File: src/sv/assert_macros.svh
// Assertion macros shared by the bracket balance checker RTL.
`ifndef ASSERT_MACROS_SVH
`define ASSERT_MACROS_SVH
`ifndef SYNTHESIS
// Property checked at every clock edge outside reset.
`define ASSERT_AT(lbl, prop) \
  lbl: assert property (@(posedge clk) disable iff (rst) prop) \
    else $error("assertion failed");
// Condition that must never be true outside reset.
`define ASSERT_NEVER(lbl, cond) \
  lbl: assert property (@(posedge clk) disable iff (rst) !(cond)) \
    else $error("forbidden condition seen");
`else
`define ASSERT_AT(lbl, prop)
`define ASSERT_NEVER(lbl, cond)
`endif
`endif

File: src/sv/bbc_pkg.sv
// Package with types, codes and the byte classifier of the bracket balance checker.
package bbc_pkg;

  localparam int STACK_DEPTH_DEF = 64;
  localparam int QUEUE_DEPTH_DEF = 4;

  localparam logic [7:0] CH_LROUND  = 8'h28;
  localparam logic [7:0] CH_RROUND  = 8'h29;
  localparam logic [7:0] CH_LSQUARE = 8'h5B;
  localparam logic [7:0] CH_RSQUARE = 8'h5D;
  localparam logic [7:0] CH_LCURLY  = 8'h7B;
  localparam logic [7:0] CH_RCURLY  = 8'h7D;

  localparam logic [1:0] KIND_ROUND  = 2'd0;
  localparam logic [1:0] KIND_SQUARE = 2'd1;
  localparam logic [1:0] KIND_CURLY  = 2'd2;

  localparam logic [1:0] OP_NOP  = 2'd0;
  localparam logic [1:0] OP_PUSH = 2'd1;
  localparam logic [1:0] OP_POP  = 2'd2;
  localparam logic [1:0] OP_END  = 2'd3;

  localparam logic [2:0] ST_OK       = 3'd0;
  localparam logic [2:0] ST_MISMATCH = 3'd1;
  localparam logic [2:0] ST_EMPTY    = 3'd2;
  localparam logic [2:0] ST_UNCLOSED = 3'd3;
  localparam logic [2:0] ST_OVERFLOW = 3'd4;

  typedef struct packed {
    logic       mode;
    logic [7:0] character;
  } req_t;

  typedef struct packed {
    logic       expression_valid;
    logic [2:0] status;
  } rsp_t;

  typedef struct packed {
    logic [1:0] code;
    logic [1:0] kind;
  } op_t;

  function automatic op_t classify(req_t r);
    op_t o;
    o.code = OP_NOP;
    o.kind = KIND_ROUND;
    if (r.mode) begin
      o.code = OP_END;
    end else begin
      case (r.character)
        CH_LROUND: begin
          o.code = OP_PUSH;
          o.kind = KIND_ROUND;
        end
        CH_LSQUARE: begin
          o.code = OP_PUSH;
          o.kind = KIND_SQUARE;
        end
        CH_LCURLY: begin
          o.code = OP_PUSH;
          o.kind = KIND_CURLY;
        end
        CH_RROUND: begin
          o.code = OP_POP;
          o.kind = KIND_ROUND;
        end
        CH_RSQUARE: begin
          o.code = OP_POP;
          o.kind = KIND_SQUARE;
        end
        CH_RCURLY: begin
          o.code = OP_POP;
          o.kind = KIND_CURLY;
        end
        default: begin
          o.code = OP_NOP;
        end
      endcase
    end
    return o;
  endfunction

endpackage

File: src/sv/bbc_ram.sv
// Generic single-write, single-read RAM with registered read data.
module bbc_ram #(
  parameter int WIDTH = 2,
  parameter int DEPTH = 64
) (
  input  logic                     clk,
  input  logic                     we,
  input  logic [$clog2(DEPTH)-1:0] waddr,
  input  logic [WIDTH-1:0]         wdata,
  input  logic [$clog2(DEPTH)-1:0] raddr,
  output logic [WIDTH-1:0]         rdata
);

  logic [WIDTH-1:0] mem [DEPTH];

  always_ff @(posedge clk) begin
    if (we) begin
      mem[waddr] <= wdata;
    end
    rdata <= mem[raddr];
  end

endmodule

File: src/sv/bbc_back.sv
// Back stage: runs stack operations, latches the first error and reports at each end.
`include "assert_macros.svh"
module bbc_back #(
  parameter int STACK_DEPTH = bbc_pkg::STACK_DEPTH_DEF
) (
  input  logic          clk,
  input  logic          rst,
  input  logic          op_valid,
  output logic          op_ready,
  input  bbc_pkg::op_t  op,
  output logic          rsp_valid,
  input  logic          rsp_ready,
  output bbc_pkg::rsp_t rsp
);

  localparam int LW = $clog2(STACK_DEPTH + 1);
  localparam int AW = $clog2(STACK_DEPTH);

  logic [LW-1:0] level;
  logic [LW-1:0] level_next;
  logic [2:0]    err;
  logic [2:0]    err_next;
  logic [1:0]    top;
  logic [1:0]    top_next;
  logic          sec_fwd;
  logic [1:0]    sec_fwd_data;
  logic [1:0]    second;
  logic [1:0]    ram_rdata;
  logic          we;
  logic [AW-1:0] waddr;
  logic [AW-1:0] raddr;
  logic [LW-1:0] level_m1;
  logic [LW-1:0] level_m2;
  logic          take;
  logic          emit;
  logic [2:0]    status;

  assign take     = op_valid && (op.code != bbc_pkg::OP_END || !rsp_valid || rsp_ready);
  assign op_ready = take;
  assign second   = sec_fwd ? sec_fwd_data : ram_rdata;
  assign level_m1 = level - 1'b1;
  assign level_m2 = level_next - LW'(2);
  assign waddr    = level_m1[AW-1:0];
  assign raddr    = (level_next >= LW'(2)) ? level_m2[AW-1:0] : '0;

  always_comb begin
    level_next = level;
    err_next   = err;
    top_next   = top;
    we         = 1'b0;
    emit       = 1'b0;
    status     = bbc_pkg::ST_OK;
    if (take) begin
      case (op.code)
        bbc_pkg::OP_PUSH: begin
          if (err == bbc_pkg::ST_OK) begin
            if (level == LW'(STACK_DEPTH)) begin
              err_next = bbc_pkg::ST_OVERFLOW;
            end else begin
              we         = (level != '0);
              top_next   = op.kind;
              level_next = level + 1'b1;
            end
          end
        end
        bbc_pkg::OP_POP: begin
          if (err == bbc_pkg::ST_OK) begin
            if (level == '0) begin
              err_next = bbc_pkg::ST_EMPTY;
            end else begin
              level_next = level_m1;
              top_next   = second;
              if (top != op.kind) begin
                err_next = bbc_pkg::ST_MISMATCH;
              end
            end
          end
        end
        bbc_pkg::OP_END: begin
          emit = 1'b1;
          if (err != bbc_pkg::ST_OK) begin
            status = err;
          end else if (level != '0) begin
            status = bbc_pkg::ST_UNCLOSED;
          end
          level_next = '0;
          err_next   = bbc_pkg::ST_OK;
        end
        default: begin
          level_next = level;
        end
      endcase
    end
  end

  // The entry just below the top of stack is prefetched from the RAM every cycle.
  bbc_ram #(
    .WIDTH(2),
    .DEPTH(STACK_DEPTH)
  ) u_stack (
    .clk  (clk),
    .we   (we),
    .waddr(waddr),
    .wdata(top),
    .raddr(raddr),
    .rdata(ram_rdata)
  );

  always_ff @(posedge clk) begin
    if (rst) begin
      level     <= '0;
      err       <= bbc_pkg::ST_OK;
      rsp_valid <= 1'b0;
      sec_fwd   <= 1'b0;
    end else begin
      level   <= level_next;
      err     <= err_next;
      sec_fwd <= we && (waddr == raddr);
      if (emit) begin
        rsp_valid <= 1'b1;
      end else if (rsp_ready) begin
        rsp_valid <= 1'b0;
      end
    end
  end

  always_ff @(posedge clk) begin
    top          <= top_next;
    sec_fwd_data <= top;
    if (emit) begin
      rsp.expression_valid <= (status == bbc_pkg::ST_OK);
      rsp.status           <= status;
    end
  end

  `ASSERT_AT(a_level_bound, level <= LW'(STACK_DEPTH))
  `ASSERT_AT(a_err_freeze, (op.code != bbc_pkg::OP_END && err != bbc_pkg::ST_OK) |=> $stable(level))
  `ASSERT_NEVER(a_emit_blocked, emit && rsp_valid && !rsp_ready)

endmodule

File: config.mk
export PLATFORM = sky130hd
export DESIGN_NAME = bbc_back
export DESIGN_NICKNAME = d
export VERILOG_FILES = /design/src/sv/bbc_pkg.sv /design/src/sv/bbc_ram.sv /design/src/sv/bbc_back.sv
export VERILOG_INCLUDE_DIRS = /design/src /design/src/sv
export SDC_FILE = /design/constraint.sdc
export NUM_CORES = 1
export LEC_CHECK = 0
export BUFFER_PORTS_ARGS = -buffer_cell sky130_fd_sc_hd__buf_4
export CAP_MARGIN = 5
export CORE_ASPECT_RATIO = 1.4
export CORE_MARGIN = 10
export CORE_UTILIZATION = 39
export DETAILED_ROUTE_END_ITERATION = 8
export GPL_ROUTABILITY_DRIVEN = 0
export SETUP_SLACK_MARGIN = 0.1
export SYNTH_ARGS = -nofsm -noshare
export SYNTH_HDL_FRONTEND = slang
export SYNTH_SLANG_ARGS = --single-unit
File: constraint.sdc
create_clock -name clk -period 12.17 [get_ports clk]
set_input_delay 1.8255 -clock clk [delete_from_list [all_inputs] [get_ports clk]]
set_output_delay 1.8255 -clock clk [all_outputs]
set_load 0.01 [all_outputs]
### After elaboration in Yosys (flattened, before gate mapping)

Memory sizes are Yosys's and may differ from the RTL's. A register that Yosys moved wholly into a read port is not among the register bits.
Cells that the tools add are included.
W data, S select, Z words.

* output and inout bits: 6
* memories: 1
* memory bits (writable): 128
* flip-flop bits (word level): 20
* bits of input ports: 8

Memories
* u_stack.mem: depth 64, width 2, rd ports 1, clocked after memory_dff 1, wr ports 1, RTL line bbc_ram.sv:14 `logic [WIDTH-1:0] mem [DEPTH];`

* reduce and logical (&&, ||, !) cells: 15
* $lt $le $gt $ge: 1
* $add $sub $neg: 3
* multiplexer cells: 33
* equal/unequal tests: 13

Operators with widths (number)
* $mux W7: 5
* $mux W3: 8
* $pmux W7 S3: 1
* $mux W2: 6
* $ne A2 B2 Y1 const B: 6
* $reduce_and A6 Y1: 2
* $mux W1: 10
* $pmux W3 S3: 1
* $add A7 B1 Y7 const B: 1
* $eq A7 B7 Y1 const B: 1
* $ge A7 B2 Y1 const B: 1
* $logic_not A7 Y1: 1
* $reduce_bool A7 Y1: 1
* $sub A7 B1 Y7 const B: 1
* $eq A6 B6 Y1: 1
* $logic_not A3 Y1: 2
* $mux W6: 1
* $reduce_bool A3 Y1: 2
* $sub A6 B2 Y6 const B: 1
* $eq A2 B2 Y1 const B: 2
* $pmux W2 S2: 1
* $reduce_bool A2 Y1: 2
* $ne A3 B3 Y1 const B: 1
* $eq A2 B1 Y1 const B: 1
* other kinds (4): 6

### Longest topological paths before layout

Gate-level depths: netlist (run 1).

* depth in word-level cells: 9
* gate-level depth with buffers: 20
* depth with buffers taken out: 15

### Modules after synthesis

From an unflattened synthesis (run 1), not the netlist that was laid out.

* cells, all modules: 539
* area total of the unflattened synthesis: 7165.6 sq um

Modules (own cells, without submodules)
* bbc_ram: area an instance 5397.7 sq um, seq. area each 3883.7 sq um, cells an instance 324, times used 1
* bbc_back: area an instance 1767.9 sq um, seq. area each 460.4 sq um, cells an instance 215, times used 1

### Worst setup path after synthesis (run 1)

No wires, ideal clock.

* kind: input port to flip-flop
* from: input op[3] (netlist name)
* to: register u_stack.rdata[1] (read register of u_stack.mem)
* setup slack: 6.873 ns
* library setup time: 0.078 ns
* required time: 12.092 ns
* stages: 17
* data arrival time: 5.219 ns
* cells stage by stage: clkbuf_1 > inv_1 > a2111oi_4 > a311oi_1 > or2_1 > inv_1 > clkbuf_1 > clkbuf_1 > ha_1 > o2111ai_2 > nor3_2 > buf_4 > nand2b_2 > a221oi_1 > a2111oi_0 > nor3_1 > a32oi_1

* word-level cells in the longest chain between the ends: 7

Ends and longest elaborated chain
* from (decl): RTL line bbc_back.sv:10 `input bbc_pkg::op_t op,`
* $ne A2 B2 Y1: RTL line bbc_back.sv:38 `assign take = op_valid && (op.code != bbc_pkg::OP_END || !rsp_valid || rsp_ready);`
* $logic_or A1 B1 Y1 (2 in series): RTL line bbc_back.sv:38
* $logic_and A1 B1 Y1: RTL line bbc_back.sv:38
* $mux W7 (*): RTL line bbc_back.sv:53 `if (take) begin`
* $sub A6 B2 Y6 / $ge A7 B2 Y1 (equally long branches): RTL line bbc_back.sv:42, bbc_back.sv:44
* $mux W6 (*): RTL line bbc_back.sv:44 `assign raddr = (level_next >= LW'(2)) ? level_m2[AW-1:0] : '0;`
* to (decl): RTL line bbc_ram.sv:11 `output logic [WIDTH-1:0] rdata`

Every way passes the cells marked *; elsewhere a longest branch is shown, timed or not.
A chain may end at the register's enable or synchronous reset.

### Worst setup path in the final report (run 1)

* from: input op_valid
* to: register u_stack.rdata[0] (read register of u_stack.mem)

* word-level cells in the longest chain between the ends: 4

Ends and longest elaborated chain
* from (decl): RTL line bbc_back.sv:8 `input logic op_valid,`
* $logic_and A1 B1 Y1 (*): RTL line bbc_back.sv:38
* $mux W7 (*): RTL line bbc_back.sv:53
* $sub A6 B2 Y6 / $ge A7 B2 Y1 (equally long branches): RTL line bbc_back.sv:42, bbc_back.sv:44
* $mux W6 (*): RTL line bbc_back.sv:44

Marked as above.

==> results of run 1 <==
tightest hold or removal path: stages (launching register included):
cell      delay, ns
dfxtp_1        0.34
nand2b_1       0.08
a21oi_1        0.05
cell usage after synthesis (all sizes together) (6+ instances only):
cell type,n
a21oi,26
a221oi,6
a31oi,11
buf,13
clkbuf,17
dfxtp,16
edfxtp,134
inv,14
mux2,9
mux2i,16
nand2,58
nand2b,8
nand3,20
nor2,101
nor3,17
o211ai,9
o21ai,21
o221ai,7
o22ai,8
o2bb2ai,6
xnor2,7
state kept, by name (all words and copies together) (netlist names):
signal	count
sec_fwd	1
sec_fwd_data	2
rsp_valid	1
top	2
u_stack.rdata	2
rsp	4
level	7
u_stack.mem	128
err	3
report_power, final:
group          leakage (uW)  total, uW  internal (uW)  switching (uW)
combinational       0.00102        342            115             227
clock              0.000282        534            309             225
sequential          0.00133        578            569            8.77
total               0.00264       1450            993             461
metal layers:
| layer | track usage, % | wire length, um | share of wire, % | vias to the layer above |
|---|---|---|---|---|
| met3 | 2.97 | 1230 | 6.2 | 57 |
| met2 | 27.0 | 9950 | 50 | 286 |
| met5 | 0 | 0 | 0 | - |
| met1 | 19.2 | 7600 | 39 | 2628 |
| met4 | 10.0 | 953 | 4.8 | 0 |
| li1 | - | - | - | 2407 |
stage by stage:
| stage | std cells | worst slack, ns | instance area [sq um] |
|---|---|---|---|
| finish | 884 | 6.21 | 8110 |
| global route | 884 | 5.74 | 8110 |
| CTS | 884 | 6.30 | 8110 |
| detailed placement | 852 | 5.88 | 7510 |
| global placement | 852 | 6.02 | 7510 |
| floorplan | 622 | 6.87 | 7200 |
layout make-up:
class | count | area, sq um
fillers | 1655 | 9960
flip-flops and latches | 150 | 4340
multi-input cells | 428 | 2660
clock buffers | 18 | 429
well taps | 240 | 300
clock inverters | 14 | 166
repair buffers | 20 | 150
inverters | 14 | 52.6
cell families after synthesis:
| logic type | count (synthesis) |
|---|---|
| buf+inv | 44 |
| flops | 150 |
| mux | 26 |
| xor+xnor | 12 |
| compound gates | 149 |
| simple gates | 238 |
| fa+ha+maj | 3 |
path summary, 6_finish.rpt:
kind | from | to | slack, ns | cells after the start
hold / removal | rsp_valid | rsp_valid | 0.51 | 2
setup reg to reg | level[0] | u_stack.rdata[0] | 6.71 | 17
setup / recovery | op_valid | u_stack.rdata[0] | 6.21 | 13
hold reg to reg | rsp_valid | rsp_valid | 0.51 | 2
==> impl_metrics.ini, run 1 <==
[run_status]
status = completed

[synthesis]
synthAdderAreaFrac_pct = 0.521
synth_top_family_by_area = compound AO/OA/AOI/OAI gates
syn_area_sq_um = 7200
synth_largest_area_cell = edfxtp_1
synthDistinctLibCells = 76
synth_edf_count = 134
synth_top_area_share_pct = 55.9
yosys_register_bits = 150
yosysWarnings = 0
synth_simple_gate_area_share_pct = 15.1
synth_area_leaders = edfxtp_1 (56%), nor2_1 (5.3%), dfxtp_1 (4.4%), nand2_1 (3.0%), mux2i_1 (2.2%)
synth_flop_cell = edfxtp_1
synthXorXnorAreaFrac_pct = 1.46
synth.area.mux_share_pct = 3.94
synth_nets = 633
syn_avg_cell_area_sq_um = 11.6
seq_area_frac_synth_pct = 60.3
async_flop_share_pct = 0
syn_inst = 622
synth_compound_area_share_pct = 15.8

[power]
ir_drop_v = 0.0000897
pwr_density_cell_nw_per_um2 = 179
total_power_uw = 1450
leakage_uw = 0.00264

[setup_path]
cp_cell_sequence = buf_4, nor4b_1, nand3_1, o41ai_1, or2_1, buf_4, inv_1, ha_1, a21oi_2, mux4_2, nor2_1, o31a_1, o311ai_1
path_class = input port to flop
cpPeakStageDelay_ns = 0.81
arrival_ns = 6.25
critPathMaxFanout = 29
worstPathRequired_ns = 12.46
endpoint_kind = flop
cp-start-kind = input port
crit_path_frequent_cell = buf_4
critPathTopFamily = simple AND/OR/NAND/NOR gates
crit_buf_inv = 3
crit_slowest_cell = nor4b_1

[timing]
min_period_over_period_pct = 49.0
whs_ns = 0.510
fin_crit_ns = 5.96
hold_viol = 0
final_max_slew_viol_count = 0
worst-slew-pin-transition_ns = 1.01
fmax_mhz = 168
setup_viol = 0
slew_headroom_pct = 31.9
rsz0062_at_grt = false
clock_skew_ns = 0.0102
tns_ns = 0

[global_route]
globalRouteTotalUtil_pct = 16.4
grt_overflow = 0
grt_pass1_wl_um = 30900
grt_pass1_vias = 5434
antenna_found_initial = 0
grt_max_degree = 67

[clock_network]
clk_path_buf_depth = 2
cts_tree = done
hold_buffers = 0
post_cts_resized = 0
cts.sinks = 150
clk_pin_slew_ns = 0.07
postCtsSetupRepairBufs = 0
cts_made_buffers = 17
htree_levels = 4
cts-root-buf = clkbuf_16
clk_latency_ns = 0.42

[drt]
drt_iter0_drc = 505
drc = 0
routedWlPerCell_um = 22.3
final_antenna_net_count = 0
vias = 5378
viasPerCell = 6.08
drt_wl_total_um = 19700
drt_pass1_iterations = 5

[cells_and_area]
layout_commonest_cell = edfxtp_1
areaGrowthSynthToFinish_pct = 12.5
nets = 642
layout-drive-gt1-share_pct = 12.3
final_cell_mix = edfxtp_1 (134), nor2_1 (101), nand2_1 (58), a21oi_1 (25)
fin_util_pct = 44.9
diodes = 0

[die]
start_util_pct = 39.9
coreArea_sq_um = 18100
die_width_um = 135
rows = 58
die-area_sq_um = 24400
die_y_um = 181
io_pins = 14

[placement]
dp_hpwl_um = 13100
io_buffers = 13

[run]
maxCapViolations = 0

[hold_path]
hold_class = flop to flop
Power figures use the tool's default switching activity.
==> run 2, diff against run 1 <==
==> constraint.sdc (replaced) <==
create_clock -name clk -period 5.6 [get_ports clk]
set_input_delay 0.84 -clock clk [delete_from_list [all_inputs] [get_ports clk]]
set_output_delay 0.84 -clock clk [all_outputs]
set_load 0.01 [all_outputs]
==> run 2 against run 1 <==
Net effect:
- critical path depth up 4
- clock power rose by 110%
- total power up 120%
- worst hold slack better by 0.0086 ns
- clock skew grew 0.0015 ns
- first-iteration DRC count down 15%
- utilization rose by 0.15 points
- sequential power is 120% higher
- routed wire length increased by 0.25%
- setup slack worse by 5.2 ns
- combinational power rose by 120%
- global-route usage decreased by 0.25 points
==> impl_metrics.ini, run 2 (synthesized netlist as in run 1, its figures left out) <==
[cells_and_area]
layout-drive-gt1-share_pct = 12.8
final_cell_mix = edfxtp_1 (134), nor2_1 (101), nand2_1 (58), buf_4 (26), a21oi_1 (25)
largest-register = u_stack.mem
areaGrowthSynthToFinish_pct = 12.9
reg.largest.list = u_stack.mem (128), level (7), rsp (4)
diodes = 0
fin_util_pct = 45.0
nets = 648
largest_register_ffs = 128
layout_commonest_cell = edfxtp_1

[timing]
slew_headroom_pct = 51.0
tns_ns = 0
clock_skew_ns = 0.0117
hold_viol = 0
rsz0062_at_grt = false
min_period_over_period_pct = 81.9
worst-slew-pin-transition_ns = 0.732
whs_ns = 0.518
setup_viol = 0
fmax_mhz = 218
fin_crit_ns = 4.58
final_max_slew_viol_count = 0

[clock_network]
hold_buffers = 0
htree_levels = 4
postCtsSetupRepairBufs = 0
clk_latency_ns = 0.42
cts-root-buf = clkbuf_16
cts_made_buffers = 17
clk_path_buf_depth = 2
clk_pin_slew_ns = 0.06
cts.sinks = 150
post_cts_resized = 0
cts_tree = done

[power]
leakage_uw = 0.00265
ir_drop_v = 0.000218
pwr_density_cell_nw_per_um2 = 385
total_power_uw = 3130

[global_route]
grt_pass1_wl_um = 30400
grt_overflow = 0
grt_max_degree = 67
grt_pass1_vias = 5314
globalRouteTotalUtil_pct = 16.1
antenna_found_initial = 0

[die]
rows = 58
io_pins = 14
coreArea_sq_um = 18100
start_util_pct = 39.9
die-area_sq_um = 24400
die_width_um = 135
die_y_um = 181

[setup_path]
path_class = flop to flop
arrival_ns = 4.92
worstPathRequired_ns = 5.93
r2r_cells = 17
crit_end = u_stack.rdata[1]
critPathMaxFanout = 21
cp-start-kind = flop
r2r_setup_slack_ns = 1.02
rr_startpoint = level[0]
timing.rr.end = u_stack.rdata[1]
startpoint = level[0]
endpoint_kind = flop

[drt]
viasPerCell = 5.99
drt_pass1_iterations = 5
drc = 0
drt_wl_total_um = 19800
final_antenna_net_count = 0
routedWlPerCell_um = 22.2
vias = 5331
drt_iter0_drc = 431

[hold_path]
hold_class = flop to flop

[run_status]
status = completed

[placement]
dp_hpwl_um = 13400
io_buffers = 13

[run]
maxCapViolations = 0
## run 2: cell types whose count changed in the layout (fill, tap and decap cells not counted)
cell,previous run,this run
inv_6,5,3
inv_8,2,0
buf_4,20,26
clkinv_1,0,2
clkinvlp_4,3,5
## run 2: worst min-delay path by stage
stage              start         to  cells past startpoint
6_report       rsp_valid  rsp_valid                      2
5_1_grt        rsp_valid  rsp_valid                      2
4_1_cts        rsp_valid  rsp_valid                      2
3_5_place_dp   rsp_valid  rsp_valid                      2
3_3_place_gp   rsp_valid  rsp_valid                      2
2_1_floorplan     err[1]     err[1]                      2
## run 2: critical path: stages, from the launching register on
cell       delay (ns)
dfxtp_1          0.56
inv_1            0.17
ha_1             0.28
nor3b_1          0.15
buf_4            0.18
a21oi_1          0.23
a311oi_1         0.14
or2_1            0.27
inv_1            0.28
ha_1             0.29
o2111ai_2        0.25
nor3_2           0.25
buf_4            0.30
nand2b_2         0.23
a221oi_1         0.10
a2111oi_0        0.51
nor3_1           0.09
a32oi_1          0.21
## run 2: layer usage
layer | vias to the layer above | wire, um | GRT usage (%) | share of wire [%]
met5 | - | 0 | 0 | 0
met4 | 0 | 707 | 7.07 | 3.6
met3 | 47 | 1220 | 2.83 | 6.1
met2 | 253 | 10300 | 28.4 | 52
met1 | 2616 | 7600 | 18.5 | 38
li1 | 2415 | - | - | -
## run 2: metrics by stage
stage | area (sq um) | instances | setup slack (ns)
2_1_floorplan | 7200 | 622 | 1.29
5_1_grt | 8130 | 890 | 0.610
6_report | 8130 | 890 | 1.02
3_3_place_gp | 7560 | 858 | 1.01
3_5_place_dp | 7560 | 858 | 1.00
4_1_cts | 8130 | 890 | 1.12
## run 2: power by group
part / total, uW / switching, uW / internal (uW)
sequential: 1260 / 19.6 / 1240
combinational: 763 / 504 / 259
clock: 1110 / 453 / 658
## run 2: layout make-up
type / count / area [sq um]
Fill cell: 1648 / 9940
Inverter: 14 / 52.6
Tap cell: 240 / 300
Timing Repair Buffer: 26 / 195
Clock buffer: 18 / 429
Sequential cell: 150 / 4340
Multi-Input combinational cell: 428 / 2660
Clock inverter: 14 / 149
==> run 3, diff against run 2 <==
--- a/config.mk
+++ b/config.mk
@@ -6,6 +6,7 @@
 export SDC_FILE = /design/constraint.sdc
 export NUM_CORES = 1
 export LEC_CHECK = 0
+export ABC_AREA = 1
 export BUFFER_PORTS_ARGS = -buffer_cell sky130_fd_sc_hd__buf_4
 export CAP_MARGIN = 5
 export CORE_ASPECT_RATIO = 1.4
==> constraint.sdc (replaced) <==
create_clock -name clk -period 3.9 [get_ports clk]
set_input_delay 0.585 -clock clk [delete_from_list [all_inputs] [get_ports clk]]
set_output_delay 0.585 -clock clk [all_outputs]
set_load 0.01 [all_outputs]
==> run 3 against run 2 <==
Net effect:
- area after synthesis rose by 5.2%
- largest cell class unchanged
- non-clock buffer count rose by 1
- sequential cell count did not move
- total power increased by 35%
- clock power increased by 49%
- maximum frequency rose by 33%
- design area increased by 5.0%
- die area up 4.5%
- critical path depth increased by 7
- via count up 7.5%
- sequential share of layout area shrank 2.5 points
- first-iteration DRC count increased by 23%
==> impl_metrics.ini, run 3 <==
[power]
total_power_uw = 4230
ir_drop_v = 0.000309
pwr_density_cell_nw_per_um2 = 496
leakage_uw = 0.00350

[cells_and_area]
areaGrowthSynthToFinish_pct = 12.7
diodes = 0
nets = 854
largest-register = u_stack.mem
layout_commonest_cell = nand3_1
final_cell_mix = nand3_1 (152), nand2_1 (146), edfxtp_1 (134), inv_1 (122), nor2_1 (107)
reg.largest.list = u_stack.mem (128), level (7), rsp (4)
register_area_sq_um = 4350
nFillCells = 1858
multi_input_area_sq_um = 2520
largest_register_ffs = 128
stdcell_area_sq_um = 8540
layout-drive-gt1-share_pct = 10.3

[synthesis]
yosysWarnings = 0
yosys_register_bits = 150
synth_most_common_cell = nand3_1
async_flop_share_pct = 0
synthDistinctLibCells = 35
synth_commonest_cells = nand3_1 (152), nand2_1 (146), edfxtp_1 (134), inv_1 (122), nor2_1 (107)
synth_area_leaders = edfxtp_1 (53%), nand3_1 (10%), nand2_1 (7.2%), inv_1 (6.0%), nor2_1 (5.3%)
syn_inst = 824
synth_top_area_share_pct = 53.1
syn_avg_cell_area_sq_um = 9.19
synth_nets = 835
synth_largest_area_cell = edfxtp_1
synth_edf_count = 134
syn_area_sq_um = 7580
seq_area_frac_synth_pct = 57.3
synth_flop_cell = edfxtp_1

[timing]
setup_viol = 0
slew_headroom_pct = 52.6
worst-slew-pin-transition_ns = 0.708
setup_ws_ns = 0.442
fin_crit_ns = 3.46
clock_skew_ns = 0.0185
tns_ns = 0
rsz0062_at_grt = false
hold_viol = 0
final_max_slew_viol_count = 0
fmax_mhz = 289
min_period_over_period_pct = 88.7

[die]
rows = 60
start_util_pct = 39.6
coreArea_sq_um = 19100
die_width_um = 138
io_pins = 14
die_y_um = 185
die-area_sq_um = 25500

[clock_network]
cts_made_buffers = 17
cts_tree = done
cts.sinks = 150
clk_path_buf_depth = 2
hold_buffers = 0
clk_pin_slew_ns = 0.06
htree_levels = 4
cts-root-buf = clkbuf_16
clk_latency_ns = 0.43

[setup_path]
path_class = flop to flop
r2r_setup_slack_ns = 0.44
cp-start-kind = flop
arrival_ns = 3.76
endpoint_kind = flop
worstPathRequired_ns = 4.21
critPathMaxFanout = 24

[global_route]
globalRouteTotalUtil_pct = 15.2
grt_pass1_wl_um = 29700
antenna_found_initial = 0
grt_overflow = 0
grt_pass1_vias = 5428
grt_max_degree = 66

[drt]
drc = 0
viasPerCell = 5.19
vias = 5730
drt_iter0_drc = 529
routedWlPerCell_um = 17.4
final_antenna_net_count = 0
drt_wl_total_um = 19200
drt_pass1_iterations = 5

[hold_path]
hold_class = input port to flop

[placement]
dp_hpwl_um = 12400
pre_cts_slack_ns = 0.282
io_buffers = 13
place_area_sq_um = 7860

[run]
maxCapViolations = 0

[run_status]
status = completed
[run 3: cell count changes in the layout (fill, tap and decap cells not counted), sizes merged, moves of 11 or more]
cell	delta
nor3	-16
nand2	+96
nand3	+134
inv	+115
a21oi	-11
nand3b	+44
mux2i	-16
[run 3: where the power goes]
group / internal (uW) / switching [uW] / total (uW)
clock: 1000 / 646 / 1650
sequential: 1770 / 15.8 / 1790
combinational: 237 / 559 / 796
total: 3010 / 1220 / 4230
[run 3: metrics by stage]
stage / utilization, % / cells / hold WS [ns]
finish: 44.6 / 1104 / 0.383
CTS: 44.1 / 1100 / 0.386
detailed placement: 41.0 / 1068 / 0.479
global placement: 41.0 / 1068 / 0.474
floorplan: - / 824 / 0.447
global route: 44.6 / 1104 / 0.384
[run 3: kinds of logic after synthesis]
logic type | count (synthesis) | share of synthesized area (%)
AOI/OAI and AO/OA | 35 | 2.71
xor gates and xnor gates | 7 | 1.01
and+or+nand+nor | 469 | 29.0
adders and majority gates | 3 | 0.496
DFF | 150 | 57.3
buffers and inverters | 160 | 9.43
[run 3: worst paths after layout]
kind | end | cells past startpoint | from
worst max-delay path | u_stack.rdata[0] | 24 | level[1]
worst max register to register | u_stack.rdata[0] | 24 | level[1]
worst min-delay path | level[0] | 2 | rst
worst min register to register | err[1] | 2 | err[1]
[run 3: cell type report]
type	count	area share [%]
Clock buffer	19	5.07
Clock inverter	13	1.85
Inverter	133	5.98
Multi-Input combinational cell	514	29.5
Sequential cell	150	50.9
Tap cell	248	3.63
Timing Repair Buffer	27	3.06
[run 3: critical path, stage by stage (launching register included)]
cell and delay, ns:
dfxtp_1 0.42, inv_1 0.09, ha_2 0.20, nand2_1 0.08
nor2_1 0.05, nand2_1 0.17, nand2_1 0.18, nand3_1 0.11
nand3_1 0.09, nand2_1 0.06, nand2_1 0.07, inv_1 0.12
ha_1 0.20, nand4_2 0.18, nor2_4 0.17, nand2_4 0.10
nand2_4 0.17, buf_12 0.20, nand2_1 0.09, nand3_1 0.07
nand3_1 0.09, nand3_1 0.10, nand3_1 0.14, nand3_1 0.12
nand2_1 0.05
[run 3: layer usage]
metal	GRT usage [%]	share of wire, %	up-vias
met4	7.90	3.6	0
met1	18.4	41	2722
met2	25.0	50	192
met3	2.85	5.6	39
met5	0	0	-
li1	-	-	2777
[run 3: what timing repair did]
action	CTS	global route
setup endpoints to repair	0	3
resized for setup	0	12
endpoints found under the hold margin	0	0
setup buffers	0	3
